===== config.mk =====
export PLATFORM = sky130hd
export DESIGN_NAME = roulette_wheel_selector_core
export DESIGN_NICKNAME = d
export VERILOG_FILES = /design/src/rtl/core/rws_pkg.sv /design/src/rtl/core/roulette_wheel_selector_core.sv /design/src/rtl/core/rws_ram.sv /design/src/rtl/core/rws_mac.sv /design/src/rtl/core/rws_seq.sv
export SDC_FILE = /design/constraint.sdc
export NUM_CORES = 1
export LEC_CHECK = 0
export BUFFER_PORTS_ARGS = -buffer_cell sky130_fd_sc_hd__buf_2
export CELL_PAD_IN_SITES_DETAIL_PLACEMENT = 0
export CELL_PAD_IN_SITES_GLOBAL_PLACEMENT = 1
export CORE_ASPECT_RATIO = 1.4
export CORE_MARGIN = 3
export CORE_UTILIZATION = 30
export CTS_CLUSTER_DIAMETER = 120
export DETAILED_ROUTE_END_ITERATION = 12
export GPL_ROUTABILITY_DRIVEN = 1
export PLACE_DENSITY = 0.64
export SETUP_SLACK_MARGIN = 0.5
export SKIP_LAST_GASP = 1
export SLEW_MARGIN = 20
export SYNTH_ARGS = -nofsm -noshare
export SYNTH_HDL_FRONTEND = slang
export SYNTH_SLANG_ARGS = --single-unit

===== constraint.sdc =====
create_clock -name clk -period 10.7 [get_ports clk]
set_input_delay 1.07 -clock clk [delete_from_list [all_inputs] [get_ports clk]]
set_output_delay 1.07 -clock clk [all_outputs]
set_load 0.02 [all_outputs]

===== src/rtl/core/rws_pkg.sv =====
package rws_pkg;

  localparam int POP_MAX_DEF    = 16;
  localparam int SCORE_BITS_DEF = 16;

  localparam int CMD_W      = 1;
  localparam int SLOT_W     = 4;
  localparam int SCORE_W    = 16;
  localparam int CHANCE_W   = 7;
  localparam int IDX_W      = 4;
  localparam int POP_CNT_W  = 5;
  localparam int APB_DATA_W = 32;
  localparam int APB_ADDR_W = 2;

  localparam logic [CMD_W-1:0]      CMD_LOAD   = 1'b0;
  localparam logic [CMD_W-1:0]      CMD_SELECT = 1'b1;
  localparam logic [APB_ADDR_W-1:0] REG_POP_COUNT = 2'd0;
  localparam logic [POP_CNT_W-1:0]  POP_COUNT_RST = 5'd16;
  localparam logic [CHANCE_W-1:0]   PCT_SCALE     = 7'd100;

  typedef enum logic [1:0] {
    S_IDLE,
    S_SUM,
    S_SCAN
  } seq_state_t;

  typedef struct packed {
    logic clear;
    logic add;
    logic scan;
  } mac_ctl_t;

endpackage


===== src/rtl/core/roulette_wheel_selector_core.sv =====
// Fitness-proportionate parent selection.
// Config: APB port, register pop_count at byte address 0 (reset 16), active
//   slots 0..pop_count-1, saturated to POP_MAX. Write only while idle.
// Input: a transaction is taken when start is high and busy is low.
//   Load (in_cmd=0): writes in_score into slot in_slot, no result, busy stays
//   low so loads may come every cycle while idle. Slots past POP_MAX ignored.
//   Select (in_cmd=1): pass one accumulates in_chance*score over the active
//   slots, pass two accumulates 100*score and stops at the first slot whose
//   running sum exceeds the first total.
// Busy: a select holds busy through both passes over its n active slots; the
//   result strobe follows in the first cycle with busy low, where the next
//   transaction may already be taken. One store entry is read per cycle
//   through the single RAM read port, feeding one shared multiply-accumulate
//   unit.
// Result: out_valid pulses one cycle with out_parent_index and out_found;
//   there is no backpressure, the receiver must take it then.
// Reset: store entries read as zero until loaded, pop_count returns to 16,
//   the sequencer goes idle. No clearing pass is needed.
module roulette_wheel_selector_core #(
  parameter int POP_MAX    = rws_pkg::POP_MAX_DEF,
  parameter int SCORE_BITS = rws_pkg::SCORE_BITS_DEF
) (
  input  logic                             clk,
  input  logic                             rst_n,
  input  logic                             start,
  output logic                             busy,
  input  logic [rws_pkg::CMD_W-1:0]        in_cmd,
  input  logic [rws_pkg::SLOT_W-1:0]       in_slot,
  input  logic [rws_pkg::SCORE_W-1:0]      in_score,
  input  logic [rws_pkg::CHANCE_W-1:0]     in_chance,
  output logic                             out_valid,
  output logic [rws_pkg::IDX_W-1:0]        out_parent_index,
  output logic                             out_found,
  input  logic                             psel,
  input  logic                             penable,
  input  logic                             pwrite,
  input  logic [rws_pkg::APB_ADDR_W-1:0]   paddr,
  input  logic [rws_pkg::APB_DATA_W-1:0]   pwdata,
  output logic [rws_pkg::APB_DATA_W-1:0]   prdata,
  output logic                             pready
);
  import rws_pkg::*;

  localparam int AW    = $clog2(POP_MAX);
  localparam int ACC_W = SCORE_BITS + AW + CHANCE_W;
  localparam int SLW   = SLOT_W + AW;

  logic [POP_CNT_W-1:0] cfg_pop_count_r, cfg_pop_count_nxt;
  logic [POP_MAX-1:0]   valid_r, valid_nxt;
  logic                 vld_q_r, vld_q_nxt;

  logic                          take, start_sel, load_we, cfg_we;
  logic [SLW-1:0]                slot_w;
  logic [SCORE_W+SCORE_BITS-1:0] score_w;
  logic                          rd_en;
  logic [AW-1:0]                 rd_addr;
  logic [SCORE_BITS-1:0]         ram_q, rd_data;
  logic [ACC_W-1:0]              acc;
  logic [CHANCE_W-1:0]           chance_q;
  mac_ctl_t                      mac_ctl;

  assign take      = start && !busy;
  assign start_sel = take && (in_cmd == CMD_SELECT);
  assign slot_w    = SLW'(in_slot);
  assign score_w   = (SCORE_W + SCORE_BITS)'(in_score);
  assign load_we   = take && (in_cmd == CMD_LOAD) && (slot_w < SLW'(POP_MAX));

  assign pready = 1'b1;
  assign cfg_we = psel && penable && pwrite && pready && (paddr == REG_POP_COUNT);
  assign prdata = (paddr == REG_POP_COUNT) ? APB_DATA_W'(cfg_pop_count_r) : '0;

  always_comb begin
    cfg_pop_count_nxt = cfg_we ? pwdata[POP_CNT_W-1:0] : cfg_pop_count_r;
    valid_nxt         = valid_r;
    if (load_we) begin
      valid_nxt[slot_w[AW-1:0]] = 1'b1;
    end
    vld_q_nxt = rd_en ? valid_r[rd_addr] : vld_q_r;
  end

  always_ff @(posedge clk) begin
    if (!rst_n) begin
      cfg_pop_count_r <= POP_COUNT_RST;
      valid_r         <= '0;
      vld_q_r         <= 1'b0;
    end else begin
      cfg_pop_count_r <= cfg_pop_count_nxt;
      valid_r         <= valid_nxt;
      vld_q_r         <= vld_q_nxt;
    end
  end

  assign rd_data = vld_q_r ? ram_q : '0;

  rws_ram #(
    .WIDTH (SCORE_BITS),
    .DEPTH (POP_MAX)
  ) u_store (
    .clk   (clk),
    .we    (load_we),
    .waddr (slot_w[AW-1:0]),
    .wdata (score_w[SCORE_BITS-1:0]),
    .re    (rd_en),
    .raddr (rd_addr),
    .rdata (ram_q)
  );

  rws_mac #(
    .POP_MAX    (POP_MAX),
    .SCORE_BITS (SCORE_BITS)
  ) u_mac (
    .clk    (clk),
    .ctl    (mac_ctl),
    .chance (chance_q),
    .data   (rd_data),
    .acc    (acc)
  );

  rws_seq #(
    .POP_MAX    (POP_MAX),
    .SCORE_BITS (SCORE_BITS)
  ) u_seq (
    .clk              (clk),
    .rst_n            (rst_n),
    .start_sel        (start_sel),
    .chance           (in_chance),
    .pop_count        (cfg_pop_count_r),
    .acc              (acc),
    .busy             (busy),
    .rd_en            (rd_en),
    .rd_addr          (rd_addr),
    .mac_ctl          (mac_ctl),
    .chance_q         (chance_q),
    .out_valid        (out_valid),
    .out_parent_index (out_parent_index),
    .out_found        (out_found)
  );

endmodule


===== src/rtl/core/rws_ram.sv =====
module rws_ram #(
  parameter int WIDTH = 16,
  parameter int DEPTH = 16
) (
  input  logic                     clk,
  input  logic                     we,
  input  logic [$clog2(DEPTH)-1:0] waddr,
  input  logic [WIDTH-1:0]         wdata,
  input  logic                     re,
  input  logic [$clog2(DEPTH)-1:0] raddr,
  output logic [WIDTH-1:0]         rdata
);

  logic [WIDTH-1:0] mem [DEPTH];
  logic [WIDTH-1:0] rdata_r;

  always_ff @(posedge clk) begin
    if (we) begin
      mem[waddr] <= wdata;
    end
    if (re) begin
      rdata_r <= mem[raddr];
    end
  end

  assign rdata = rdata_r;

endmodule


===== src/rtl/core/rws_mac.sv =====
module rws_mac #(
  parameter int POP_MAX    = rws_pkg::POP_MAX_DEF,
  parameter int SCORE_BITS = rws_pkg::SCORE_BITS_DEF
) (
  input  logic                                                            clk,
  input  rws_pkg::mac_ctl_t                                               ctl,
  input  logic [rws_pkg::CHANCE_W-1:0]                                    chance,
  input  logic [SCORE_BITS-1:0]                                           data,
  output logic [SCORE_BITS+$clog2(POP_MAX)+rws_pkg::CHANCE_W-1:0]         acc
);
  import rws_pkg::*;

  localparam int ACC_W  = SCORE_BITS + $clog2(POP_MAX) + CHANCE_W;
  localparam int PROD_W = SCORE_BITS + CHANCE_W;

  logic [ACC_W-1:0]    acc_r, acc_nxt;
  logic [CHANCE_W-1:0] factor;
  logic [PROD_W-1:0]   prod;

  assign factor = ctl.scan ? PCT_SCALE : chance;
  assign prod   = PROD_W'(factor) * PROD_W'(data);

  always_comb begin
    acc_nxt = acc_r;
    if (ctl.clear) begin
      acc_nxt = '0;
    end else if (ctl.add) begin
      acc_nxt = acc_r + ACC_W'(prod);
    end
  end

  always_ff @(posedge clk) begin
    acc_r <= acc_nxt;
  end

  assign acc = acc_r;

endmodule


===== src/rtl/core/rws_seq.sv =====
module rws_seq #(
  parameter int POP_MAX    = rws_pkg::POP_MAX_DEF,
  parameter int SCORE_BITS = rws_pkg::SCORE_BITS_DEF
) (
  input  logic                                                    clk,
  input  logic                                                    rst_n,
  input  logic                                                    start_sel,
  input  logic [rws_pkg::CHANCE_W-1:0]                            chance,
  input  logic [rws_pkg::POP_CNT_W-1:0]                           pop_count,
  input  logic [SCORE_BITS+$clog2(POP_MAX)+rws_pkg::CHANCE_W-1:0] acc,
  output logic                                                    busy,
  output logic                                                    rd_en,
  output logic [$clog2(POP_MAX)-1:0]                              rd_addr,
  output rws_pkg::mac_ctl_t                                       mac_ctl,
  output logic [rws_pkg::CHANCE_W-1:0]                            chance_q,
  output logic                                                    out_valid,
  output logic [rws_pkg::IDX_W-1:0]                               out_parent_index,
  output logic                                                    out_found
);
  import rws_pkg::*;

  localparam int AW    = $clog2(POP_MAX);
  localparam int N_W   = $clog2(POP_MAX + 1);
  localparam int CW    = N_W + POP_CNT_W;
  localparam int ACC_W = SCORE_BITS + AW + CHANCE_W;

  seq_state_t state_r, state_nxt;

  logic [N_W-1:0]      issue_cnt_r, issue_cnt_nxt;
  logic [N_W-1:0]      n_r, n_nxt;
  logic [CHANCE_W-1:0] chance_r, chance_nxt;
  logic                rd_pend_r, rd_pend_nxt;
  logic [AW-1:0]       rd_idx_r, rd_idx_nxt;
  logic                cmp_pend_r, cmp_pend_nxt;
  logic [AW-1:0]       cmp_idx_r, cmp_idx_nxt;
  logic [ACC_W-1:0]    lhs_r, lhs_nxt;
  logic                out_valid_r, out_valid_nxt;
  logic [IDX_W-1:0]    out_idx_r, out_idx_nxt;
  logic                out_found_r, out_found_nxt;

  logic [CW-1:0]       pc_w, n_w;
  logic [N_W-1:0]      n_act;
  logic [AW+IDX_W-1:0] idx_w;
  logic                issue_more, hit, scan_done, sum_done, finish, issue;

  assign pc_w  = CW'(pop_count);
  assign n_w   = (pc_w > CW'(POP_MAX)) ? CW'(POP_MAX) : pc_w;
  assign n_act = n_w[N_W-1:0];
  assign idx_w = (AW + IDX_W)'(cmp_idx_r);

  assign issue_more = issue_cnt_r < n_r;
  assign hit        = (state_r == S_SCAN) && cmp_pend_r && (lhs_r < acc);
  assign scan_done  = (state_r == S_SCAN) && !issue_more && !rd_pend_r && !cmp_pend_r;
  assign sum_done   = (state_r == S_SUM) && !issue_more && !rd_pend_r;
  assign finish     = hit || scan_done;

  // next state
  always_comb begin
    state_nxt = state_r;
    unique case (state_r)
      S_IDLE: begin
        if (start_sel) state_nxt = S_SUM;
      end
      S_SUM: begin
        if (sum_done) state_nxt = S_SCAN;
      end
      S_SCAN: begin
        if (finish) state_nxt = S_IDLE;
      end
      default: state_nxt = S_IDLE;
    endcase
  end

  // outputs
  always_comb begin
    issue         = 1'b0;
    mac_ctl       = '0;
    unique case (state_r)
      S_IDLE: begin
        mac_ctl.clear = start_sel;
      end
      S_SUM: begin
        issue         = issue_more;
        mac_ctl.clear = sum_done;
        mac_ctl.add   = rd_pend_r;
      end
      S_SCAN: begin
        issue        = issue_more && !finish;
        mac_ctl.add  = rd_pend_r;
        mac_ctl.scan = 1'b1;
      end
      default: begin
        issue = 1'b0;
      end
    endcase
  end

  always_comb begin
    issue_cnt_nxt = issue_cnt_r;
    if ((state_r == S_IDLE && start_sel) || sum_done) begin
      issue_cnt_nxt = '0;
    end else if (issue) begin
      issue_cnt_nxt = issue_cnt_r + N_W'(1);
    end
    n_nxt         = (state_r == S_IDLE && start_sel) ? n_act : n_r;
    chance_nxt    = (state_r == S_IDLE && start_sel) ? chance : chance_r;
    rd_pend_nxt   = issue;
    rd_idx_nxt    = issue_cnt_r[AW-1:0];
    cmp_pend_nxt  = rd_pend_r && (state_r == S_SCAN) && !finish;
    cmp_idx_nxt   = rd_idx_r;
    lhs_nxt       = sum_done ? acc : lhs_r;
    out_valid_nxt = finish;
    out_idx_nxt   = hit ? idx_w[IDX_W-1:0] : '0;
    out_found_nxt = hit;
  end

  always_ff @(posedge clk) begin
    if (!rst_n) begin
      state_r     <= S_IDLE;
      issue_cnt_r <= '0;
      rd_pend_r   <= 1'b0;
      cmp_pend_r  <= 1'b0;
      out_valid_r <= 1'b0;
    end else begin
      state_r     <= state_nxt;
      issue_cnt_r <= issue_cnt_nxt;
      rd_pend_r   <= rd_pend_nxt;
      cmp_pend_r  <= cmp_pend_nxt;
      out_valid_r <= out_valid_nxt;
    end
  end

  always_ff @(posedge clk) begin
    n_r         <= n_nxt;
    chance_r    <= chance_nxt;
    rd_idx_r    <= rd_idx_nxt;
    cmp_idx_r   <= cmp_idx_nxt;
    lhs_r       <= lhs_nxt;
    out_idx_r   <= out_idx_nxt;
    out_found_r <= out_found_nxt;
  end

  assign busy             = (state_r != S_IDLE);
  assign rd_en            = issue;
  assign rd_addr          = issue_cnt_r[AW-1:0];
  assign chance_q         = chance_r;
  assign out_valid        = out_valid_r;
  assign out_parent_index = out_idx_r;
  assign out_found        = out_found_r;

  a_out_ends_busy: assert property (@(posedge clk) disable iff (!rst_n)
    out_valid |-> !busy && $past(busy))
    else $error("result strobe without a finished select");

  a_miss_index_zero: assert property (@(posedge clk) disable iff (!rst_n)
    out_valid && !out_found |-> out_parent_index == '0)
    else $error("miss result carries nonzero index");

  a_issue_bound: assert property (@(posedge clk) disable iff (!rst_n)
    busy |-> issue_cnt_r <= n_r)
    else $error("read issue count ran past active count");

  a_busy_from_start: assert property (@(posedge clk) disable iff (!rst_n)
    $rose(busy) |-> $past(start_sel))
    else $error("busy without an accepted select");

endmodule

==> summary.md, run 1 <==
| Metric | Value |
|---|---|
| Outcome | completed |
| Number of CTS-inserted buffers | 39 |
| Max-cap viol count | 0 |
| Synth Cell Area | 19300 um^2 |
| Nets@finish | 1706 |
| Core area | between 60000 and 70000 um^2 |
| CP cell instances | inv_1 -> ha_1 -> nor2b_1 -> nand3_1 -> fa_1 -> fa_1 -> inv_1 -> fa_1 -> inv_1 -> fa_1 -> inv_1 -> ha_1 -> o21a_1 -> o31a_1 -> o211ai_1 -> a21oi_1 -> o31ai_1 -> mux2_2 -> o31ai_1 |
| FF-to-FF path depth | 19 |
| Reg area | 10800 um^2 |
| Row count | 109 |
| DRT iter0 DRCs | 491 |
| Fraction of layout cells with a size suffix above 1 | 17.3% |
| CP Max Fanout | 14 |
| Via/cell ratio | 4.62 |
| CTS Sinks | 383 |
| Buffers added on ports | 52 |
| FF+latch count, synth | 383 |
| Area of the multi-input gates | 7690 um^2 |
| Critical path type | flip-flop to flip-flop |
| Area contributors post-synth | edfxtp_1, mux4_2, fa_1, dfxtp_1, ha_1 |
| H-tree levels | 2 |
| GRT overflow | 0 |
| # IOs | around 110 |
| Gpl congestion | ~0.8 |
| CTS resizes | 0 |
| Final min period | 5.98 ns |
| Number of synthesized flops with an enable pin | 311 |
| Final hold viol count | 0 |
| Largest net degree at the start of global routing | 73 |
| Number of remaining DRC errors | 0 |
| Final setup vio count | 0 |
| Yosys warns | 0 |
| Synthesized instance count | about 1400 |
| Die area | 67400 um^2 |
| Global-route wire length before repair | 65700 um |
| Fin Setup TNS | 0 ns |
| Post-CTS Setup Bufs | 0 |
| Final worst path period share | 55.9% |
| Worst vdd ir | a little under 0.00009 V |
| Clock Skew | 0.0216 ns |
| Reg clk slew, reported paths | ~0.06 ns |
| CP Buf/Inv Count | 4 |
| Final Total Pwr | about 3.2 mW |
| Vias in the first global route | ~11000 |
| Fmax | 0.167 GHz |
| CP Launch Type | flip-flop |
| Largest delay share family, worst path | adder cells |
| FFs w/ async S/R, synth | 0% |
| Die W | 220 um |
| Final-report max-slew violation count | 0 |
| Setup crit end kind | flip-flop |
| Crit path depth | 19 |
| WP data required | 11.16 ns |
| Overall routed net length | 42400 um |
| Hold Buf Count CTS | 0 |
| Starting Density | 30.4% |
| Total track usage | 12.8% |
| Final hold slack | around 0.33 ns |
| DRT Pass-1 Iters | 4 |
| Max stage delay on crit path | ~0.71 ns |
| Dominant cell type by area after synthesis | edfxtp_1 |
| Hold Path Class | flip-flop to flip-flop |
| LEAKAGE | 7.98 nW |
| P&R area growth vs syn | 13.4% |
| CTS tree | built |
| Share of Yosys cell area claimed by the top area cell type | just under 50% |
| Fill cell count | 6123 |
| Worst Tran Pin Value | 0.986 ns |
| Power per cell area | 147 nW/um^2 |
| Initial antenna violation count | 5 |
| WL/cell | around 18 um |
| Hpwl dp | 29400 um |
| RSZ-0062 raised after global routing | false |
| Total number of vias | roughly 11000 |
| Critical-path top delay cell | nor2b_1 |
| Most used DFF post-synth | edfxtp_1 |
| ANT nets after route | 0 |
| Seq/Total Area, Yosys | 55.9% |
| Fin util | 34.5% |
| Slew headroom | 34.3% |
| Hold Path Stages | 0 |
| Mean post-synth cell area | ~14 um^2 |
| Clk_lat worst skew | 0.56 ns |
| Synth cell types | 55 |
| Die height | just over 300 um |
| CTS Buffer Depth | 3 |
| Clock Root Buffer | clkbuf_16 |
| CP Data Arrival Time | approximately 6.4 ns |
==> Yosys cell counts, drive strengths merged, types with 13 or more instances <==
| library cell | n |
|---|---|
| a21oi | 44 |
| and2 | 13 |
| buf | 40 |
| clkbuf | 34 |
| dfxtp | 72 |
| edfxtp | 311 |
| fa | 90 |
| ha | 82 |
| inv | 148 |
| mux4 | 85 |
| nand2 | 76 |
| nand2b | 13 |
| nand3 | 69 |
| nor2 | 152 |
| nor3 | 13 |
| o21ai | 27 |
==> per-layer routing <==
layer	track usage (%)	up-vias	routed length (um)
met1	14.3	5451	16300
met2	24.0	151	23100
met5	0	-	0
met3	1.78	91	1170
li1	-	5096	-
met4	5.66	0	1840
==> layout by cell type, fill, tap and decap left out, drive strengths merged, types with 18 or more instances in the layout <==
master / instances
nand3: 69
inv: 150
clkbuf: 47
fa: 90
nand2: 76
nor2: 152
buf: 79
o21ai: 27
edfxtp: 311
clkinv: 18
mux4: 85
conb: 28
ha: 82
dfxtp: 72
a21oi: 44
==> cell families after synthesis <==
group,Yosys count,share of synthesized area [%]
AOI/OAI and AO/OA,126,4.30
and+or+nand+nor,376,8.81
other,2,0.0389
xor gates and xnor gates,13,0.590
buffers and inverters,222,4.99
adders and majority gates,172,14.7
muxes,100,10.7
DFF,383,55.9
==> registers in the layout, indices dropped and copies added, names as in the netlist, 5 cells and up <==
| name | cells |
|---|---|
| u_seq.lhs_r | 27 |
| valid_r | 16 |
| u_store.mem | 256 |
| cfg_pop_count_r | 5 |
| u_seq.chance_q | 7 |
| u_seq.issue_cnt_r | 5 |
| u_seq.n_r | 5 |
| u_mac.acc | 27 |
| u_store.rdata | 16 |
==> where the power goes <==
part	total (mW)	switching, mW	internal (mW)	leakage, nW
clock network	1.37	0.577	0.793	0.638
logic	0.185	0.113	0.0718	3.97
registers	1.67	0.0311	1.64	3.37
total	3.22	0.721	2.50	7.98
==> final cells by class <==
| class | instances | share of cell area (%) |
|---|---|---|
| Clock inverter | 25 | 1.30 |
| Tap cell | 832 | 4.76 |
| Inverter | 148 | 2.54 |
| Timing Repair Buffer | 79 | 2.21 |
| Antenna cell | 4 | 0.0457 |
| Sequential cell | 383 | 49.3 |
| Multi-Input combinational cell | 815 | 35.2 |
| Clock buffer | 47 | 4.69 |
==> path summary, 6_finish.rpt <==
kind | from | end | slack (ns)
max | u_seq.state_r[0]$_SDFFE_PN0P_ | u_mac.acc[20]$_SDFFE_PP0P_ | 4.72
max reg2reg | u_seq.state_r[0]$_SDFFE_PN0P_ | u_mac.acc[20]$_SDFFE_PP0P_ | 4.72
min | u_seq.cmp_idx_nxt[2]$_DFF_P_ | u_seq.cmp_idx_r[2]$_DFF_P_ | 0.33
min reg2reg | u_seq.cmp_idx_nxt[2]$_DFF_P_ | u_seq.cmp_idx_r[2]$_DFF_P_ | 0.33
==> through the flow <==
stage	cells	cell area, um^2	worst slack, ns
2_1_floorplan	1420	19400	5.55
3_3_place_gp	2256	20500	4.72
3_5_place_dp	2256	20500	4.68
4_1_cts	2328	21800	4.65
5_1_grt	2330	21900	4.29
6_report	2333	21900	4.72
No activity file was read; power rests on OpenSTA's default activity.
==> inputs of run 2 (changes only) <==
ABC_AREA = 1   (was unset)
PLACE_DENSITY = 0.66   (was 0.64)
clock period = 5.8 ns   (was 10.7 ns; I/O delays follow)
==> summary.md, run 2 <==
| Metric | Value |
|---|---|
| Fmax | 0.199 GHz (+19%) |
| Synthesized instance count | 1891 (+36%) |
| FF+latch count, synth | 383 (unchanged) |
| Overall routed net length | 53400 um (+26%) |
| Clock Skew | 0.0358 ns (+0.0142 ns) |
| Most flop-heavy register | u_store.mem |
| Starting Density | 30.4% (about the same) |
| Die height | 309 um (+0.91%) |
| Dominant cell type by area after synthesis | edfxtp_1 |
| Met2 usage | 29.3% (+5.3 points) |
| Final hold viol count | 0 (unchanged) |
| WP data required | 6.28 ns (-4.88 ns) |
| Largest family of logic cells by synthesized area | adder cells |
| Post-synthesis mux area share | 0% (-11 points) |
| # IOs | 108 (unchanged) |
| Adder-Cell Fraction of Synth Area | 14.4% (-0.27 points) |
| Post-synthesis compound-gate area fraction | 9.81% (+5.5 points) |
| Die area | 68700 um^2 (+1.8%) |
| Synth Area in Simple Gates | 13.2% (+4.4 points) |
| Max-cap viol count | 0 (unchanged) |
| Hold Buf Count CTS | 0 (unchanged) |
| Vias in the first global route | 13840 (+21%) |
| CP Data Arrival Time | 5.50 ns (-0.94 ns) |
| Yosys warns | 0 (unchanged) |
| P&R area growth vs syn | 14.4% |
| Nets@finish | 2194 (+29%) |
| CTS tree | built |
| ANT nets after route | 0 (unchanged) |
| Max reg flops | 256 (unchanged) |
| Fin Setup TNS | 0 ns (unchanged) |
| Critical path type | flip-flop to flip-flop |
| Gpl congestion | 0.815 (+1.9%) |
| Fill cell count | 6431 (+5.0%) |
| Clock share of power | 43.6% (+1.1 points) |
| Final hold slack | 0.182 ns (-0.148 ns) |
| Clk_lat worst skew | 0.59 ns (+0.03 ns) |
| Final worst path period share | 86.5% (+31 points) |
| DRT iter0 DRCs | 912 (+86%) |
| Max stage delay on crit path | 0.55 ns (-0.16 ns) |
| Outcome | completed |
| Seq/Total Area, Yosys | 54.9% (-1.0 points) |
| Most used DFF post-synth | edfxtp_1 |
| Synth cell types | 47 (-15%) |
| Post-synthesis xor/xnor area fraction | 0.624% (+0.034 points) |
| Most common cell after layout, fill and taps aside | edfxtp_1 |
| Final setup vio count | 0 (unchanged) |
| Initial antenna violation count | 2 (-3) |
| Post-synth top cells | nor2_1, edfxtp_1, inv_1 |
| Most frequent cell after synthesis | nor2_1 |
| Buffers added on ports | 52 (unchanged) |
| Final Total Pwr | 6.52 mW (+100%) |
| Setup crit end kind | flip-flop |
| Mean post-synth cell area | 10.4 um^2 (-25%) |
| Area contributors post-synth | edfxtp_1, fa_1, dfxtp_1, nor2_1, ha_1 |
| Gate power share | 9.5% (+3.8 points) |
| RSZ-0062 raised after global routing | false |
| CP most frequent cell | inv_1 |
| DRT Pass-1 Iters | 5 (+1) |
| Reg clk slew, reported paths | 0.06 ns (about the same) |
| Global-route wire length before repair | 81500 um (+24%) |
| Total number of vias | 13596 (+26%) |
| Worst vdd ir | 0.000202 V (+130%) |
| Met1 Use GR | 17.9% (+3.6 points) |
| Via/cell ratio | 4.81 (+4.0%) |
| Number of remaining DRC errors | 0 (unchanged) |
| Post-route cell area | 22500 um^2 (+2.7%) |
| Row count | 110 (+0.92%) |
| H-tree levels | 2 (unchanged) |
| Hpwl dp | 35200 um (+20%) |
| Clock Root Buffer | clkbuf_16 |
| Share of Yosys cell area claimed by the top area cell type | 47.5% (-0.89 points) |
| Final min period | 5.02 ns (-0.957 ns) |
| Most crowded layer after global routing | met2 |
| WL/cell | 18.9 um (+3.8%) |
| GRT overflow | 0 (unchanged) |
| Placed Area | 20900 um^2 (+1.9%) |
| CTS Buffer Depth | 3 (unchanged) |
| Sw Share | 24.8% (+2.4 points) |
| Seq pwr share | 46.9% (-4.9 points) |
| Power per cell area | 290 nW/um^2 (+97%) |
| Total track usage | 15.4% (+2.6 points) |
| Core area | 64500 um^2 (+1.8%) |
| Largest net degree at the start of global routing | 77 (+5.5%) |
| CTS Sinks | 383 (unchanged) |
| Grt met3 use | 2.27% (+0.48 points) |
| Worst Tran Pin Value | 0.993 ns (+0.00766 ns) |
| LEAKAGE | 9.02 nW (+13%) |
| Fraction of layout cells with a size suffix above 1 | 10.6% (-6.7 points) |
| Final-report max-slew violation count | 0 (unchanged) |
| CP Launch Type | flip-flop |
| Placed insts | 2749 (+22%) |
| Reg area | 10800 um^2 (about the same) |
| Die W | 222 um (+0.91%) |
| FFs w/ async S/R, synth | 0% (unchanged) |
| Synth Cell Area | 19700 um^2 (+1.9%) |
| Slew headroom | 33.7% (-0.58 points) |
| Hold Path Class | primary input to flip-flop |
| Cell Int Power | 4.90 mW (+96%) |
| Switch Pwr | 1.62 mW (+120%) |
| Commonest non-fill, non-tap cells in the layout | edfxtp_1, nor2_1, inv_1, nand2_1, o21ai_0 |
| CP Max Fanout | 7 (-7) |
| Number of CTS-inserted buffers | 42 (+7.7%) |
| Number of synthesized flops with an enable pin | 311 (unchanged) |
| Critical-path top delay cell | fa_1 |
| Final Non-Filler Cells | 2828 (+21%) |
| Area of the multi-input gates | 7700 um^2 (about the same) |
## run 2: cell type report
cell class                 count  area share (%)
multi-input combinational   1193            34.2
antenna                        1          0.0111
clock buffer                  47            4.85
clock inverter                30            1.72
inverter                     246            4.15
sequential                   383            48.0
tap                          840            4.68
timing repair buffer          88            2.38
## run 2: final timing paths
kind	cells after the start	slack [ns]	from	to
worst max register to register	27	0.78	u_seq.state_r[0]$_SDFFE_PN0P_	u_mac.acc[17]$_SDFFE_PP0P_
worst min-delay path	1	0.18	in_chance[3]	u_seq.chance_q[3]$_DFFE_PP_
worst min register to register	0	0.33	u_seq.cmp_idx_nxt[2]$_DFF_P_	u_seq.cmp_idx_r[2]$_DFF_P_
worst max-delay path	27	0.78	u_seq.state_r[0]$_SDFFE_PN0P_	u_mac.acc[17]$_SDFFE_PP0P_
## run 2: logic make-up (layout without fill, tap and decap cells)
family / after synthesis / count (layout)
buffers and inverters: 341 / 411
adders and majority gates: 172 / 172
and+or+nand+nor: 642 / 642
xor gates and xnor gates: 14 / 14
DFF: 383 / 383
other: 2 / 29
AOI/OAI and AO/OA: 337 / 337
## run 2: metrics by stage
stage               util [%]  setup slack [ns]
finish                  34.8             0.780
global route            34.8             0.514
CTS                     34.7             0.508
detailed placement      32.4             0.365
global placement        32.4             0.398
floorplan                  -              1.10
## run 2: what timing repair did
action	in CTS	in global routing
setup buffers	0	1
pin swaps	0	1
setup endpoints to repair	10	18
gates resized for setup	7	17
## run 2: layer usage
layer | part of all wire (%) | wire, um
met4 | 2.7 | 1450
met2 | 53 | 28300
met3 | 4.6 | 2450
met1 | 40 | 21100
met5 | 0.024 | 13
## run 2: critical path, delay by kind of cell (launching register included)
family | cells | cell delay (ns)
AOI/OAI and AO/OA | 2 | 0.30
DFF | 1 | 0.35
adders and majority gates | 6 | 2.54
and+or+nand+nor | 9 | 0.83
buffers and inverters | 10 | 0.88
## run 2: power by group through the flow
stage          registers [mW]  clock network, mW  logic [mW]
2_1_floorplan            3.09                  0       0.438
3_3_place_gp             3.11                  0       0.600
3_5_place_dp             3.11                  0       0.613
4_1_cts                  3.06               2.91       0.617
5_1_grt                  3.06               3.02       0.705
6_report                 3.06               2.84       0.616
